## config.mk

```make
export PLATFORM = sky130hd
export DESIGN_NAME = send_decimal_value_frame
export DESIGN_NICKNAME = d
export VERILOG_FILES = /design/src/sv/sdvf_pkg.sv /design/src/sv/sdvf_conv.sv /design/src/sv/sdvf_dpath.sv /design/src/sv/sdvf_useq.sv /design/src/sv/send_decimal_value_frame.sv
export SDC_FILE = /design/constraint.sdc
export NUM_CORES = 1
export LEC_CHECK = 0
export BUFFER_PORTS_ARGS = -buffer_cell sky130_fd_sc_hd__buf_2
export CORE_MARGIN = 5
export CORE_UTILIZATION = 32
export DETAILED_ROUTE_END_ITERATION = 6
export GPL_TIMING_DRIVEN = 0
export PLACE_DENSITY = 0.46
export SLEW_MARGIN = 20
export SYNTH_ARGS = -nofsm -noshare
export SYNTH_HDL_FRONTEND = slang
export SYNTH_SLANG_ARGS = --single-unit
```

## constraint.sdc

```tcl
create_clock -name clk -period 5.6 [get_ports clk]
set_input_delay 0.56 -clock clk [delete_from_list [all_inputs] [get_ports clk]]
set_output_delay 0.56 -clock clk [all_outputs]
set_load 0.02 [all_outputs]
```

## src/sv/sdvf_pkg.sv

```systemverilog
`default_nettype none
package sdvf_pkg;

  localparam int VALUE_BITS_DEF   = 32;
  localparam int HEADER_BYTES_DEF = 15;

  localparam int IN_VALUE_W = 32;
  localparam int DIGITS     = 10;
  localparam int BCD_W      = 4 * DIGITS;
  localparam int LEN_W      = 4;
  localparam int CNT_W      = 4;
  localparam int PC_W       = 5;
  localparam int PH_W       = 3;

  localparam logic [PH_W-1:0] PH_IDLE       = 3'd0;
  localparam logic [PH_W-1:0] PH_WAIT_START = 3'd1;
  localparam logic [PH_W-1:0] PH_SKIP_HDR   = 3'd2;
  localparam logic [PH_W-1:0] PH_WAIT_ACK1  = 3'd3;
  localparam logic [PH_W-1:0] PH_WAIT_ACK2  = 3'd4;
  localparam logic [PH_W-1:0] PH_WAIT_FINAL = 3'd5;

  localparam logic [1:0] SRC_CONST  = 2'd0;
  localparam logic [1:0] SRC_SIZE   = 2'd1;
  localparam logic [1:0] SRC_CHAR   = 2'd2;
  localparam logic [1:0] SRC_NEGSUM = 2'd3;

  localparam logic [1:0] J_NONE = 2'd0;
  localparam logic [1:0] J_NACK = 2'd1;
  localparam logic [1:0] J_HDR  = 2'd2;
  localparam logic [1:0] J_MORE = 2'd3;

  localparam logic [1:0] ST_BUSY    = 2'd0;
  localparam logic [1:0] ST_DONE    = 2'd1;
  localparam logic [1:0] ST_REFUSED = 2'd2;

  localparam logic [7:0] ACK_BYTE  = 8'h06;
  localparam logic [7:0] XON_BYTE  = 8'h13;
  localparam logic [7:0] CH_COLON  = 8'h3a;
  localparam logic [7:0] CH_MINUS  = 8'h2d;
  localparam logic [7:0] CH_ZERO   = 8'h30;

  typedef struct packed {
    logic            put;
    logic            txv;
    logic [1:0]      status;
    logic            last;
    logic [1:0]      src;
    logic [7:0]      lit;
    logic            add;
    logic            clr_sum;
    logic            clr_cnt;
    logic            inc_cnt;
    logic            set_ph;
    logic [PH_W-1:0] ph;
    logic [1:0]      jcond;
    logic [PC_W-1:0] jtgt;
    logic            done;
  } ucode_t;

  typedef struct packed {
    logic nack;
    logic hdr_done;
    logic more;
  } cond_t;

endpackage
`default_nettype wire

```

## src/sv/sdvf_conv.sv

```systemverilog
`default_nettype none
module sdvf_conv #(
  parameter int VALUE_BITS = sdvf_pkg::VALUE_BITS_DEF
) (
  input  wire logic                          clk,
  input  wire logic                          rst_n,
  input  wire logic                          load,
  input  wire logic [sdvf_pkg::IN_VALUE_W-1:0] value,
  output logic                               busy,
  output logic [sdvf_pkg::BCD_W-1:0]         digits,
  output logic                               neg,
  output logic [sdvf_pkg::LEN_W-1:0]         len
);
  import sdvf_pkg::*;

  localparam int W  = (VALUE_BITS > IN_VALUE_W) ? VALUE_BITS : IN_VALUE_W;
  localparam int CW = $clog2(VALUE_BITS);

  localparam logic [1:0] CS_IDLE  = 2'd0;
  localparam logic [1:0] CS_SHIFT = 2'd1;
  localparam logic [1:0] CS_LEN   = 2'd2;

  logic [1:0]            st_r;
  logic [CW-1:0]         cnt_r;
  logic [VALUE_BITS-1:0] mag_r;
  logic [BCD_W-1:0]      bcd_r;
  logic                  neg_r;
  logic [LEN_W-1:0]      len_r;

  logic [W-1:0]          wide;
  logic [VALUE_BITS-1:0] raw;
  logic [VALUE_BITS-1:0] mag_in;
  logic [BCD_W-1:0]      adj;
  logic [LEN_W-1:0]      ndig;

  assign wide   = W'(value);
  assign raw    = wide[VALUE_BITS-1:0];
  assign mag_in = raw[VALUE_BITS-1] ? ({VALUE_BITS{1'b0}} - raw) : raw;

  // add-3 correction per bcd digit
  always_comb begin
    adj = bcd_r;
    for (int i = 0; i < DIGITS; i++) begin
      if (bcd_r[4*i +: 4] >= 4'd5) begin
        adj[4*i +: 4] = bcd_r[4*i +: 4] + 4'd3;
      end
    end
  end

  // count of significant digits, at least one
  always_comb begin
    ndig = 4'd1;
    for (int i = 0; i < DIGITS; i++) begin
      if (bcd_r[4*i +: 4] != 4'd0) begin
        ndig = LEN_W'(i + 1);
      end
    end
  end

  always_ff @(posedge clk) begin
    if (!rst_n) begin
      st_r  <= CS_IDLE;
      cnt_r <= '0;
    end else begin
      case (st_r)
        CS_IDLE: begin
          if (load) begin
            st_r  <= CS_SHIFT;
            cnt_r <= '0;
          end
        end
        CS_SHIFT: begin
          cnt_r <= cnt_r + 1'b1;
          if (cnt_r == CW'(VALUE_BITS - 1)) begin
            st_r <= CS_LEN;
          end
        end
        CS_LEN: begin
          st_r <= CS_IDLE;
        end
        default: begin
          st_r <= CS_IDLE;
        end
      endcase
    end
  end

  always_ff @(posedge clk) begin
    if (st_r == CS_IDLE && load) begin
      neg_r <= raw[VALUE_BITS-1];
      mag_r <= mag_in;
      bcd_r <= '0;
    end else if (st_r == CS_SHIFT) begin
      bcd_r <= {adj[BCD_W-2:0], mag_r[VALUE_BITS-1]};
      mag_r <= mag_r << 1;
    end
    if (st_r == CS_LEN) begin
      len_r <= ndig + {{(LEN_W-1){1'b0}}, neg_r};
    end
  end

  assign busy   = (st_r != CS_IDLE);
  assign digits = bcd_r;
  assign neg    = neg_r;
  assign len    = len_r;

endmodule
`default_nettype wire

```

## src/sv/sdvf_dpath.sv

```systemverilog
`default_nettype none
module sdvf_dpath #(
  parameter int HEADER_BYTES = sdvf_pkg::HEADER_BYTES_DEF
) (
  input  wire logic                      clk,
  input  wire logic                      rst_n,
  input  wire logic                      load,
  input  wire logic                      take,
  input  wire logic [7:0]                rx_byte,
  input  wire sdvf_pkg::ucode_t          ctrl,
  input  wire logic                      fire,
  input  wire logic [sdvf_pkg::BCD_W-1:0] digits,
  input  wire logic                      neg,
  input  wire logic [sdvf_pkg::LEN_W-1:0] len,
  output sdvf_pkg::cond_t                cond,
  output logic                           out_free,
  output logic                           out_tvalid,
  input  wire logic                      out_tready,
  output logic [7:0]                     out_tdata,
  output logic [2:0]                     out_tuser,
  output logic                           out_tlast
);
  import sdvf_pkg::*;

  logic [CNT_W-1:0] cnt_r;
  logic [7:0]       sum_r;
  logic [7:0]       rx_r;
  logic             out_valid_r;
  logic [7:0]       out_byte_r;
  logic             out_txv_r;
  logic [1:0]       out_st_r;
  logic             out_last_r;

  logic [LEN_W-1:0] didx;
  logic [BCD_W-1:0] dsh;
  logic [7:0]       chr;
  logic [7:0]       byte_sel;

  assign didx = len - LEN_W'(1) - LEN_W'(cnt_r);
  assign dsh  = digits >> {didx, 2'b00};
  assign chr  = (neg && cnt_r == '0) ? CH_MINUS : (CH_ZERO + {4'b0000, dsh[3:0]});

  always_comb begin
    case (ctrl.src)
      SRC_CONST:  byte_sel = ctrl.lit;
      SRC_SIZE:   byte_sel = 8'(len);
      SRC_CHAR:   byte_sel = chr;
      SRC_NEGSUM: byte_sel = 8'd0 - sum_r;
      default:    byte_sel = ctrl.lit;
    endcase
  end

  assign cond.nack     = (rx_r != ACK_BYTE);
  assign cond.hdr_done = (cnt_r == CNT_W'(HEADER_BYTES - 1));
  assign cond.more     = ({1'b0, cnt_r} + 5'd1) < {1'b0, len};

  always_ff @(posedge clk) begin
    if (!rst_n) begin
      cnt_r <= '0;
    end else if (load) begin
      cnt_r <= '0;
    end else if (fire && ctrl.clr_cnt) begin
      cnt_r <= '0;
    end else if (fire && ctrl.inc_cnt) begin
      cnt_r <= cnt_r + 1'b1;
    end
  end

  always_ff @(posedge clk) begin
    if (take) begin
      rx_r <= rx_byte;
    end
    if (fire && ctrl.clr_sum) begin
      sum_r <= '0;
    end else if (fire && ctrl.add) begin
      sum_r <= sum_r + byte_sel;
    end
  end

  // result register
  always_ff @(posedge clk) begin
    if (!rst_n) begin
      out_valid_r <= 1'b0;
    end else if (fire && ctrl.put) begin
      out_valid_r <= 1'b1;
    end else if (out_tready) begin
      out_valid_r <= 1'b0;
    end
  end

  always_ff @(posedge clk) begin
    if (fire && ctrl.put) begin
      out_byte_r <= ctrl.txv ? byte_sel : 8'd0;
      out_txv_r  <= ctrl.txv;
      out_st_r   <= ctrl.status;
      out_last_r <= ctrl.last;
    end
  end

  assign out_free   = !out_valid_r || out_tready;
  assign out_tvalid = out_valid_r;
  assign out_tdata  = out_byte_r;
  assign out_tuser  = {out_st_r, out_txv_r};
  assign out_tlast  = out_last_r;

endmodule
`default_nettype wire

```

## src/sv/sdvf_useq.sv

```systemverilog
`default_nettype none
module sdvf_useq (
  input  wire logic             clk,
  input  wire logic             rst_n,
  input  wire logic             load,
  input  wire logic             take,
  input  wire sdvf_pkg::cond_t  cond,
  input  wire logic             out_free,
  output sdvf_pkg::ucode_t      ctrl,
  output logic                  fire,
  output logic                  busy
);
  import sdvf_pkg::*;

  localparam logic [PC_W-1:0] A_IDLE     = 5'd0;
  localparam logic [PC_W-1:0] A_START    = 5'd1;
  localparam logic [PC_W-1:0] A_SKIP     = 5'd2;
  localparam logic [PC_W-1:0] A_SKIP_INC = 5'd3;
  localparam logic [PC_W-1:0] A_HDR      = 5'd4;
  localparam logic [PC_W-1:0] A_HDR_SIZE = 5'd15;
  localparam logic [PC_W-1:0] A_HDR_SUM  = 5'd18;
  localparam logic [PC_W-1:0] A_ACK1     = 5'd19;
  localparam logic [PC_W-1:0] A_TEXT     = 5'd20;
  localparam logic [PC_W-1:0] A_CHAR     = 5'd21;
  localparam logic [PC_W-1:0] A_TSUM     = 5'd22;
  localparam logic [PC_W-1:0] A_ACK2     = 5'd23;
  localparam logic [PC_W-1:0] A_ACK2_OK  = 5'd24;
  localparam logic [PC_W-1:0] A_REFUSE   = 5'd25;
  localparam logic [PC_W-1:0] A_FINAL    = 5'd26;

  // fixed header bytes, size low byte comes from the datapath
  function automatic logic [7:0] hdr_lit(input logic [PC_W-1:0] idx);
    case (idx)
      5'd0:    hdr_lit = CH_COLON;
      5'd1:    hdr_lit = 8'h4e;
      5'd2:    hdr_lit = 8'h41;
      5'd3:    hdr_lit = 8'h56;
      5'd5:    hdr_lit = 8'h01;
      5'd9:    hdr_lit = 8'h01;
      5'd12:   hdr_lit = 8'hff;
      5'd13:   hdr_lit = 8'h41;
      default: hdr_lit = 8'h00;
    endcase
  endfunction

  function automatic ucode_t rom(input logic [PC_W-1:0] a);
    ucode_t u;
    u = '0;
    if (a inside {[A_HDR:A_HDR_SUM-5'd1]}) begin
      u.put     = 1'b1;
      u.txv     = 1'b1;
      u.src     = (a == A_HDR_SIZE) ? SRC_SIZE : SRC_CONST;
      u.lit     = hdr_lit(a - A_HDR);
      u.add     = (a != A_HDR);
      u.clr_sum = (a == A_HDR);
    end else begin
      case (a)
        A_START: begin
          u.put = 1'b1; u.txv = 1'b1; u.lit = XON_BYTE; u.last = 1'b1;
          u.clr_cnt = 1'b1; u.set_ph = 1'b1; u.ph = PH_SKIP_HDR; u.done = 1'b1;
        end
        A_SKIP: begin
          u.jcond = J_HDR; u.jtgt = A_HDR;
        end
        A_SKIP_INC: begin
          u.inc_cnt = 1'b1; u.done = 1'b1;
        end
        A_HDR_SUM: begin
          u.put = 1'b1; u.txv = 1'b1; u.src = SRC_NEGSUM; u.last = 1'b1;
          u.clr_cnt = 1'b1; u.set_ph = 1'b1; u.ph = PH_WAIT_ACK1; u.done = 1'b1;
        end
        A_ACK1: begin
          u.jcond = J_NACK; u.jtgt = A_REFUSE;
        end
        A_TEXT: begin
          u.put = 1'b1; u.txv = 1'b1; u.lit = CH_COLON;
          u.clr_sum = 1'b1; u.clr_cnt = 1'b1;
        end
        A_CHAR: begin
          u.put = 1'b1; u.txv = 1'b1; u.src = SRC_CHAR; u.add = 1'b1;
          u.inc_cnt = 1'b1; u.jcond = J_MORE; u.jtgt = A_CHAR;
        end
        A_TSUM: begin
          u.put = 1'b1; u.txv = 1'b1; u.src = SRC_NEGSUM; u.last = 1'b1;
          u.set_ph = 1'b1; u.ph = PH_WAIT_ACK2; u.done = 1'b1;
        end
        A_ACK2: begin
          u.jcond = J_NACK; u.jtgt = A_REFUSE;
        end
        A_ACK2_OK: begin
          u.set_ph = 1'b1; u.ph = PH_WAIT_FINAL; u.done = 1'b1;
        end
        A_REFUSE: begin
          u.put = 1'b1; u.status = ST_REFUSED; u.last = 1'b1;
          u.set_ph = 1'b1; u.ph = PH_IDLE; u.done = 1'b1;
        end
        A_FINAL: begin
          u.put = 1'b1; u.status = ST_DONE; u.last = 1'b1;
          u.set_ph = 1'b1; u.ph = PH_IDLE; u.done = 1'b1;
        end
        default: begin
          u.set_ph = 1'b1; u.ph = PH_IDLE; u.done = 1'b1;
        end
      endcase
    end
    return u;
  endfunction

  function automatic logic [PC_W-1:0] entry(input logic [PH_W-1:0] ph);
    case (ph)
      PH_WAIT_START: entry = A_START;
      PH_SKIP_HDR:   entry = A_SKIP;
      PH_WAIT_ACK1:  entry = A_ACK1;
      PH_WAIT_ACK2:  entry = A_ACK2;
      PH_WAIT_FINAL: entry = A_FINAL;
      default:       entry = A_IDLE;
    endcase
  endfunction

  logic            run_r;
  logic [PC_W-1:0] pc_r;
  logic [PH_W-1:0] ph_r;
  logic            jmp;

  assign ctrl = rom(pc_r);
  assign fire = run_r && out_free;
  assign busy = run_r;

  always_comb begin
    case (ctrl.jcond)
      J_NONE:  jmp = 1'b0;
      J_NACK:  jmp = cond.nack;
      J_HDR:   jmp = cond.hdr_done;
      J_MORE:  jmp = cond.more;
      default: jmp = 1'b0;
    endcase
  end

  always_ff @(posedge clk) begin
    if (!rst_n) begin
      run_r <= 1'b0;
      pc_r  <= A_IDLE;
      ph_r  <= PH_IDLE;
    end else begin
      if (load) begin
        ph_r <= PH_WAIT_START;
      end
      if (take) begin
        run_r <= 1'b1;
        pc_r  <= entry(ph_r);
      end
      if (fire) begin
        if (ctrl.set_ph) begin
          ph_r <= ctrl.ph;
        end
        if (jmp) begin
          pc_r <= ctrl.jtgt;
        end else if (ctrl.done) begin
          run_r <= 1'b0;
        end else begin
          pc_r <= pc_r + 1'b1;
        end
      end
    end
  end

  a_stall_holds: assert property (@(posedge clk) disable iff (!rst_n)
    (run_r && !out_free) |=> (run_r && $stable(pc_r)))
    else $error("sequencer moved while result register was blocked");

  a_done_stops: assert property (@(posedge clk) disable iff (!rst_n)
    (fire && ctrl.done && !jmp) |=> !run_r)
    else $error("sequencer kept running after a final step");

  a_pc_range: assert property (@(posedge clk) disable iff (!rst_n)
    run_r |-> (pc_r <= A_FINAL))
    else $error("step counter outside the control program");

  a_no_take_busy: assert property (@(posedge clk) disable iff (!rst_n)
    run_r |-> (!take && !load))
    else $error("request taken while the sequencer was running");

endmodule
`default_nettype wire

```

## src/sv/send_decimal_value_frame.sv

```systemverilog
// start request (tuser 0): digit conversion runs in the one-bit-per-cycle binary to bcd
//   shifter, then a length step; no result, next request taken once conversion is done
// partner byte (tuser 1): results go out through the output register one per cycle
//   while out_tready is high, up to 15 (header); next request taken once the last is registered
// out_tready low stalls the control program; a result waits in the output register
// reset (rst_n low, synchronous): idle phase, output register empty, nothing pending
`default_nettype none
module send_decimal_value_frame #(
  parameter int VALUE_BITS   = sdvf_pkg::VALUE_BITS_DEF,
  parameter int HEADER_BYTES = sdvf_pkg::HEADER_BYTES_DEF
) (
  input  wire logic        clk,
  input  wire logic        rst_n,
  input  wire logic        in_tvalid,
  output logic             in_tready,
  input  wire logic [39:0] in_tdata,   // value[31:0], rx_byte[39:32]
  input  wire logic        in_tuser,   // mode
  output logic             out_tvalid,
  input  wire logic        out_tready,
  output logic [7:0]       out_tdata,  // tx_byte[7:0]
  output logic [2:0]       out_tuser,  // tx_valid[0], status[2:1]
  output logic             out_tlast   // last
);
  import sdvf_pkg::*;

  logic             acc;
  logic             load;
  logic             take;
  logic             conv_busy;
  logic             seq_busy;
  logic             fire;
  logic             out_free;
  logic [BCD_W-1:0] digits;
  logic             neg;
  logic [LEN_W-1:0] len;
  ucode_t           ctrl;
  cond_t            cond;

  assign in_tready = !seq_busy && !conv_busy;
  assign acc       = in_tvalid && in_tready;
  assign load      = acc && !in_tuser;
  assign take      = acc && in_tuser;

  sdvf_conv #(
    .VALUE_BITS(VALUE_BITS)
  ) u_conv (
    .clk    (clk),
    .rst_n  (rst_n),
    .load   (load),
    .value  (in_tdata[31:0]),
    .busy   (conv_busy),
    .digits (digits),
    .neg    (neg),
    .len    (len)
  );

  sdvf_useq u_useq (
    .clk      (clk),
    .rst_n    (rst_n),
    .load     (load),
    .take     (take),
    .cond     (cond),
    .out_free (out_free),
    .ctrl     (ctrl),
    .fire     (fire),
    .busy     (seq_busy)
  );

  sdvf_dpath #(
    .HEADER_BYTES(HEADER_BYTES)
  ) u_dpath (
    .clk        (clk),
    .rst_n      (rst_n),
    .load       (load),
    .take       (take),
    .rx_byte    (in_tdata[39:32]),
    .ctrl       (ctrl),
    .fire       (fire),
    .digits     (digits),
    .neg        (neg),
    .len        (len),
    .cond       (cond),
    .out_free   (out_free),
    .out_tvalid (out_tvalid),
    .out_tready (out_tready),
    .out_tdata  (out_tdata),
    .out_tuser  (out_tuser),
    .out_tlast  (out_tlast)
  );

endmodule
`default_nettype wire

```

After elaboration in Yosys (flattened, before gate mapping)
Memories as Yosys holds them, arrays and structs flattened.
Cells that the tools add are included.
{ "totals": {"register_bits": 126, "latch_bits": 0, "mem_bits_rw": 0, "mem_bits_ro": 128, "out_inout_bits": 14, "wordCells": 197, "mem_count": 1} }
{ "memory_table": {"columns": ["memory", "words", "word_bits", "read_ports", "rd_ports_with_merged_regs", "wr", "line_no", "text"], "rows": [
  ["(name not given)", 16, 8, 1, 0, 0, "sdvf_useq.sv:33", "case (idx)"]
]} }
{ "op_classes": {"add_sub_neg": 22, "mul": 0, "div_mod_pow": 0, "order_cmp": 13, "n_eq_ne": 33, "n_shift": 1, "muxes": 62, "n_bitwise": 1, "n_reduce_logical": 47} }
{ "op_table": {"columns": ["cell", "count"], "rows": [
  ["$mux W32", 3],
  ["$eq A5 B5 Y1 const B", 10],
  ["$mux W4", 12],
  ["$ge A4 B3 Y1 const B", 10],
  ["$shr A40 B6 Y4", 1],
  ["$add A4 B2 Y4 const B", 9],
  ["$reduce_bool A4 Y1", 9],
  ["$pmux W8 S4", 1],
  ["$sub A1 B32 Y32 const A", 1],
  ["$mux W5", 5],
  ["$pmux W5 S5", 1],
  ["$mux W3", 8],
  ["$pmux W7 S3", 1],
  ["$pmux W4 S5", 1],
  ["$mux W8", 2],
  ["$mux W1", 15],
  ["$reduce_or A5 Y1", 3],
  ["$mux W14", 1],
  ["$logic_and A1 B1 Y1", 13],
  ["$mux W12", 1],
  ["$pmux W2 S2", 3],
  ["$pmux W6 S2", 1],
  ["$add A5 B1 Y5 const B", 2],
  ["$eq A2 B2 Y1 const B", 5],
  ["other kinds (39)", 61]
]} }

Depth between registers and ports, before layout
{ "logic_depth": {"depth_word": 11, "mapped_depth": 19} }

Hierarchy
A second synthesis with hierarchy kept.
{ "hier_totals": {"hier_cells": 989, "area_unflattened_um2": 8678.3} }
{ "by_module_without_submodules": {"columns": ["mod", "n_inst", "cells_each", "area_each_um2", "seq_area_each_um2"], "rows": [
  ["sdvf_conv", 1, 543, 4787.1, 2052.0],
  ["sdvf_dpath", 1, 249, 2433.6, 860.8],
  ["sdvf_useq", 1, 194, 1426.4, 180.2],
  ["send_decimal_value_frame", 1, 3, 31.3, 0.0]
]} }

Worst setup path after synthesis
No wires, ideal clock.
{ "synth_path": {"path_kind": "register to register", "start": "reg u_dpath.cnt_r[0]", "end": "reg u_dpath.sum_r[6]", "t_arrival_ns": 3.811, "t_required_ns": 5.494, "slack_ns": 1.683, "stages_incl_launch_ff": 20, "path_buffers": 1, "period_less_slack_ns": 3.917, "path_cell_list": "dfxtp_1 inv_1 ha_1 inv_1 fa_1 clkbuf_1 mux4_2 nand2_1 nand2_1 a2111oi_0 o2bb2ai_1 ha_1 inv_1 fa_1 nor2b_1 o21ai_0 a21boi_0 o21a_1 or3_1 o311ai_0"} }
{ "synth_between": {"elab_chain_len": 6, "elab_cells_between_ends": 8, "cone_classes": "add/sub: 3; shift: 1; mux: 2; reduce/logical: 2"} }
{ "synth_lines": {"columns": ["element", "line_no", "text"], "rows": [
  ["start: declaration", "sdvf_dpath.sv:25", "logic [CNT_W-1:0] cnt_r;"],
  ["start signal: assignment", "sdvf_dpath.sv:65", "cnt_r <= cnt_r + 1'b1;"],
  ["$sub A4 B4 Y4", "sdvf_dpath.sv:39", "assign didx = len - LEN_W'(1) - LEN_W'(cnt_r);"],
  ["$shr A40 B6 Y4", "sdvf_dpath.sv:40", "assign dsh = digits >> {didx, 2'b00};"],
  ["$add A6 B4 Y7", "sdvf_dpath.sv:41", "assign chr = (neg && cnt_r == '0) ? CH_MINUS : (CH_ZERO + {4'b0000, dsh[3:0]});"],
  ["$mux W8 (*)", "sdvf_dpath.sv:41", null],
  ["$pmux W8 S4 (*)", "sdvf_dpath.sv:44", "case (ctrl.src)"],
  ["net u_dpath.byte_sel[0]", "sdvf_dpath.sv:37", "logic [7:0] byte_sel;"],
  ["$add A8 B8 Y8 (*)", "sdvf_dpath.sv:76", "sum_r <= sum_r + byte_sel;"],
  ["end signal: assignment", "sdvf_dpath.sv:76", null],
  ["end: declaration", "sdvf_dpath.sv:26", "logic [7:0] sum_r;"]
]} }
The timed path passes the listed nets; every way through them passes the cells marked *.
A chain may end at the register's enable or synchronous reset.

Final worst setup path
{ "layout_path": {"start": "reg u_dpath.cnt_r[0]", "end": "reg u_dpath.sum_r[7]"} }
Same word-level chain as after synthesis.

==> results by group <==
Status
  • Outcome: finished, final reports clean

Timing
  • Slew Viols, Final: 0
  • RSZ-0062 raised after global routing: false
  • Crit path time final: roughly 5000 ps
  • Fin crit share: 0.887
  • Count of final setup violators: 0
  • Worst Slack Setup Final: about 630 ps
  • Worst rel slew slack: 0.403
  • Clk_skew: 12.3 ps
  • Worst-Margin Slew: 873 ps
  • Endpoints failing hold: 0
  • Final setup TNS: 0 ps
  • FMAX: 201 MHz

Setup path
  • R2R cell count: 17
  • CP arrival: between 5000 and 6000 ps
  • Critical path data required time: a little under 6000 ps
  • Reg-to-Reg End: u_dpath.sum_r[7]
  • CP startpoint kind: register
  • Worst setup EP type: register
  • CP Class: register to register
  • Worst r2r src: u_dpath.cnt_r[0]
  • R2R setup slack: about 630 ps
  • Critical Path Fanout Max: 10

Clock tree
  • Setup bufs post-CTS: 0
  • Clock Tree Buf Depth: 2
  • H-tree levels: 4
  • Root buf cell: clkbuf_16
  • Clock Latency Late Sink: between 400 and 500 ps
  • CTS Hold Bufs: 0
  • CTS clk-pin slew, worst paths: about 60 ps
  • Num CTS Buffers: 17
  • CTS tree: built
  • Resized cells post-CTS: 0
  • # clock sinks: 126

Synthesis
  • Syn_nets: just over 1000
  • Synthesized area: between 0.008 and 0.009 mm^2
  • Ys Warns: 0
  • Cell variety after synth: 72
  • Flop and latch count out of synthesis: 126
  • Syn avg cell area: 8.84 um^2
  • Yosys top cell by area: edfxtp_1
  • Post-synth EDFFs: 57
  • Primary FF master, synth: dfxtp_1
  • Async S/R FF share, synth: 0
  • Top-area cell type share of the netlist area: 0.207
  • Synth top area cells: edfxtp_1 21%, dfxtp_1 17%, ha_1 8.3%
  • Synth Instances: just over 900
  • Sequential fraction of the synthesis area: 0.374

Route
  • DRT iter0 DRCs: a little over 400
  • Wirelength per Cell: 16.6 um
  • Routed WL: 22500 um
  • Vias/cell: ~5.2
  • Via Count: slightly above 7000
  • Final ANT Viol Nets: 0
  • DRC: 0
  • DR pass1 iterations: 5

Hold path
  • WHS Path Cells: 1
  • Worst Hold End: u_dpath.rx_r[4]
  • Worst Hold Launch: in_tdata[36]
  • Min-delay worst type: input pin to register

Pwr
  • Pwr/cell area: 301 mW/mm^2
  • Worst vdd ir: ~0.14 mV
  • Pleak: around 3.6 nW
  • Overall power: roughly 2.9 mW

Floorplan
  • Site Rows: between 50 and 60
  • Initial core utilization: 0.326
  • DIE WIDTH: between 150 and 200 um
  • I/O pin count: between 50 and 60
  • Die Y: between 150 and 200 um
  • CORE AREA: approximately 0.025 mm^2
  • Die area: 0.0291 mm^2

Job
  • Max cap viols: 0

Place
  • Placer Congestion: approximately 0.86
  • Setup WS pre-CTS: 755 ps
  • DP Area: 0.00901 mm^2
  • IO buf count: between 50 and 60
  • DPL Wire Length: roughly 17000 um

Global routing
  • Initial antenna violation count: 0
  • First-pass GRT wire length: between 30000 and 40000 um
  • Grt total ovfl: 0
  • GRT Util Overall: 0.155
  • Largest net degree at the start of global routing: 21
  • Vias in the first global route: roughly 6800

Layout
  • P&R area growth vs syn: 16.4%
  • Ant diodes: 0
  • Layout cells sized above 1: 0.119
  • Post-route cell area: 0.00962 mm^2
  • Nets@finish: 1115
==> report_power, final <==
group          total, mW  switching [mW]  internal [mW]
logic              0.590           0.352          0.238
registers           1.14          0.0755           1.06
clock network       1.16           0.451          0.711
total               2.89           0.879           2.01
==> flip-flops by register name, indices dropped and copies added, names as in the netlist, 2 cells and up <==
| name | count |
|---|---|
| u_dpath.cnt_r | 4 |
| u_useq.pc_r | 5 |
| u_dpath.sum_r | 8 |
| u_conv.mag_r | 32 |
| u_conv.digits | 40 |
| u_useq.ph_r | 3 |
| u_dpath.rx_r | 8 |
| u_conv.cnt_r | 5 |
| u_conv.st_r | 2 |
| u_dpath.out_st_r | 2 |
| u_dpath.out_tdata | 8 |
| u_conv.len | 4 |
==> worst max-delay path: stages (launching register included) <==
cell and delay, ps:
dfxtp_1 360, inv_1 130, ha_1 180, inv_1 50, fa_1 480, clkbuf_1 480
mux4_2 430, nand2_1 90, nand2_1 60, a2111oi_0 800, o2bb2ai_1 170, ha_1 270
a21oi_1 200, o211ai_1 160, o41ai_1 350, o21ai_0 150, a21boi_1 180, mux2_1 330
==> kinds of logic after synthesis <==
| family | Yosys count | share of synthesized area |
|---|---|---|
| and+or+nand+nor | 307 | 0.182 |
| xor gates and xnor gates | 68 | 0.0721 |
| buffers and inverters | 92 | 0.0438 |
| AOI/OAI and AO/OA | 264 | 0.203 |
| muxes | 20 | 0.0365 |
| adders and majority gates | 57 | 0.0882 |
| DFF | 126 | 0.374 |
==> cells in the mapped netlist, types with 6 or more instances <==
| cell | number |
|---|---|
| ha_1 | 55 |
| o211ai_1 | 12 |
| mux2i_1 | 11 |
| a211oi_1 | 6 |
| edfxtp_1 | 57 |
| dfxtp_1 | 69 |
| inv_1 | 46 |
| a31oi_1 | 9 |
| clkbuf_1 | 36 |
| o31ai_1 | 21 |
| o41ai_1 | 7 |
| nand2b_1 | 19 |
| mux4_2 | 8 |
| xnor2_1 | 23 |
| xor2_1 | 45 |
| nor3b_1 | 9 |
| nor2b_1 | 12 |
| nand2_1 | 88 |
| a21oi_1 | 53 |
| o21ai_0 | 103 |
| nor3_1 | 13 |
| nor2_1 | 61 |
| nand3_1 | 59 |
==> how the worst max path moves through the flow <==
stage,start,endpoint,slack (ps)
3_3_place_gp,u_dpath.cnt_r[0],u_dpath.sum_r[7],820
6_report,u_dpath.cnt_r[0],u_dpath.sum_r[7],630
4_1_cts,u_dpath.cnt_r[0],u_dpath.sum_r[7],700
5_1_grt,u_dpath.cnt_r[0],u_dpath.sum_r[7],270
2_1_floorplan,u_dpath.cnt_r[0],u_dpath.sum_r[6],1680
3_5_place_dp,u_dpath.cnt_r[0],u_dpath.sum_r[7],760
==> final cells by class <==
type	count	area, um^2
plain buffers	46	189
clock buffers	18	439
clock inverters	14	168
fillers	2631	15700
inverters	46	173
multi-input cells	716	4810
flip-flops and latches	126	3090
well taps	330	413
repair buffers	60	329
==> per-stage QoR <==
step | util | hold WS (ps) | cells
after floorplan | - | 418 | 934
after global placement | 0.354 | 455 | 1322
after detailed placement | 0.356 | 458 | 1324
after CTS | 0.380 | 295 | 1356
after global routing | 0.380 | 287 | 1356
final | 0.380 | 311 | 1356
==> placed cells by master, fill, tap and decap left out, drive strengths merged, types with 5 or more instances in the layout <==
master    instances
nand3b            5
nand2            88
xnor2            23
mux2i            11
inv              47
o21ai           103
nand3            59
o31ai            21
clkinvlp          6
or3               5
nor2b            12
nor4              5
clkbuf           54
mux4              8
and2              5
xor2             45
o41ai             7
nor2             62
nor3             13
o211ai           12
nand2b           19
a211oi            6
and3              5
a31oi             9
nor3b             9
buf              70
or4               5
ha               55
dfxtp            69
a21oi            55
a21boi            7
edfxtp           57
==> layer usage <==
metal,vias to the layer above,track usage,share of wire,wire length [um]
li1,3551,-,-,-
met3,25,0.0293,0.031,692
met4,0,0.0438,0.014,322
met5,-,0,0,0
met1,3375,0.207,0.47,10600
met2,108,0.258,0.48,10800
(Power assumes the default switching activity.)
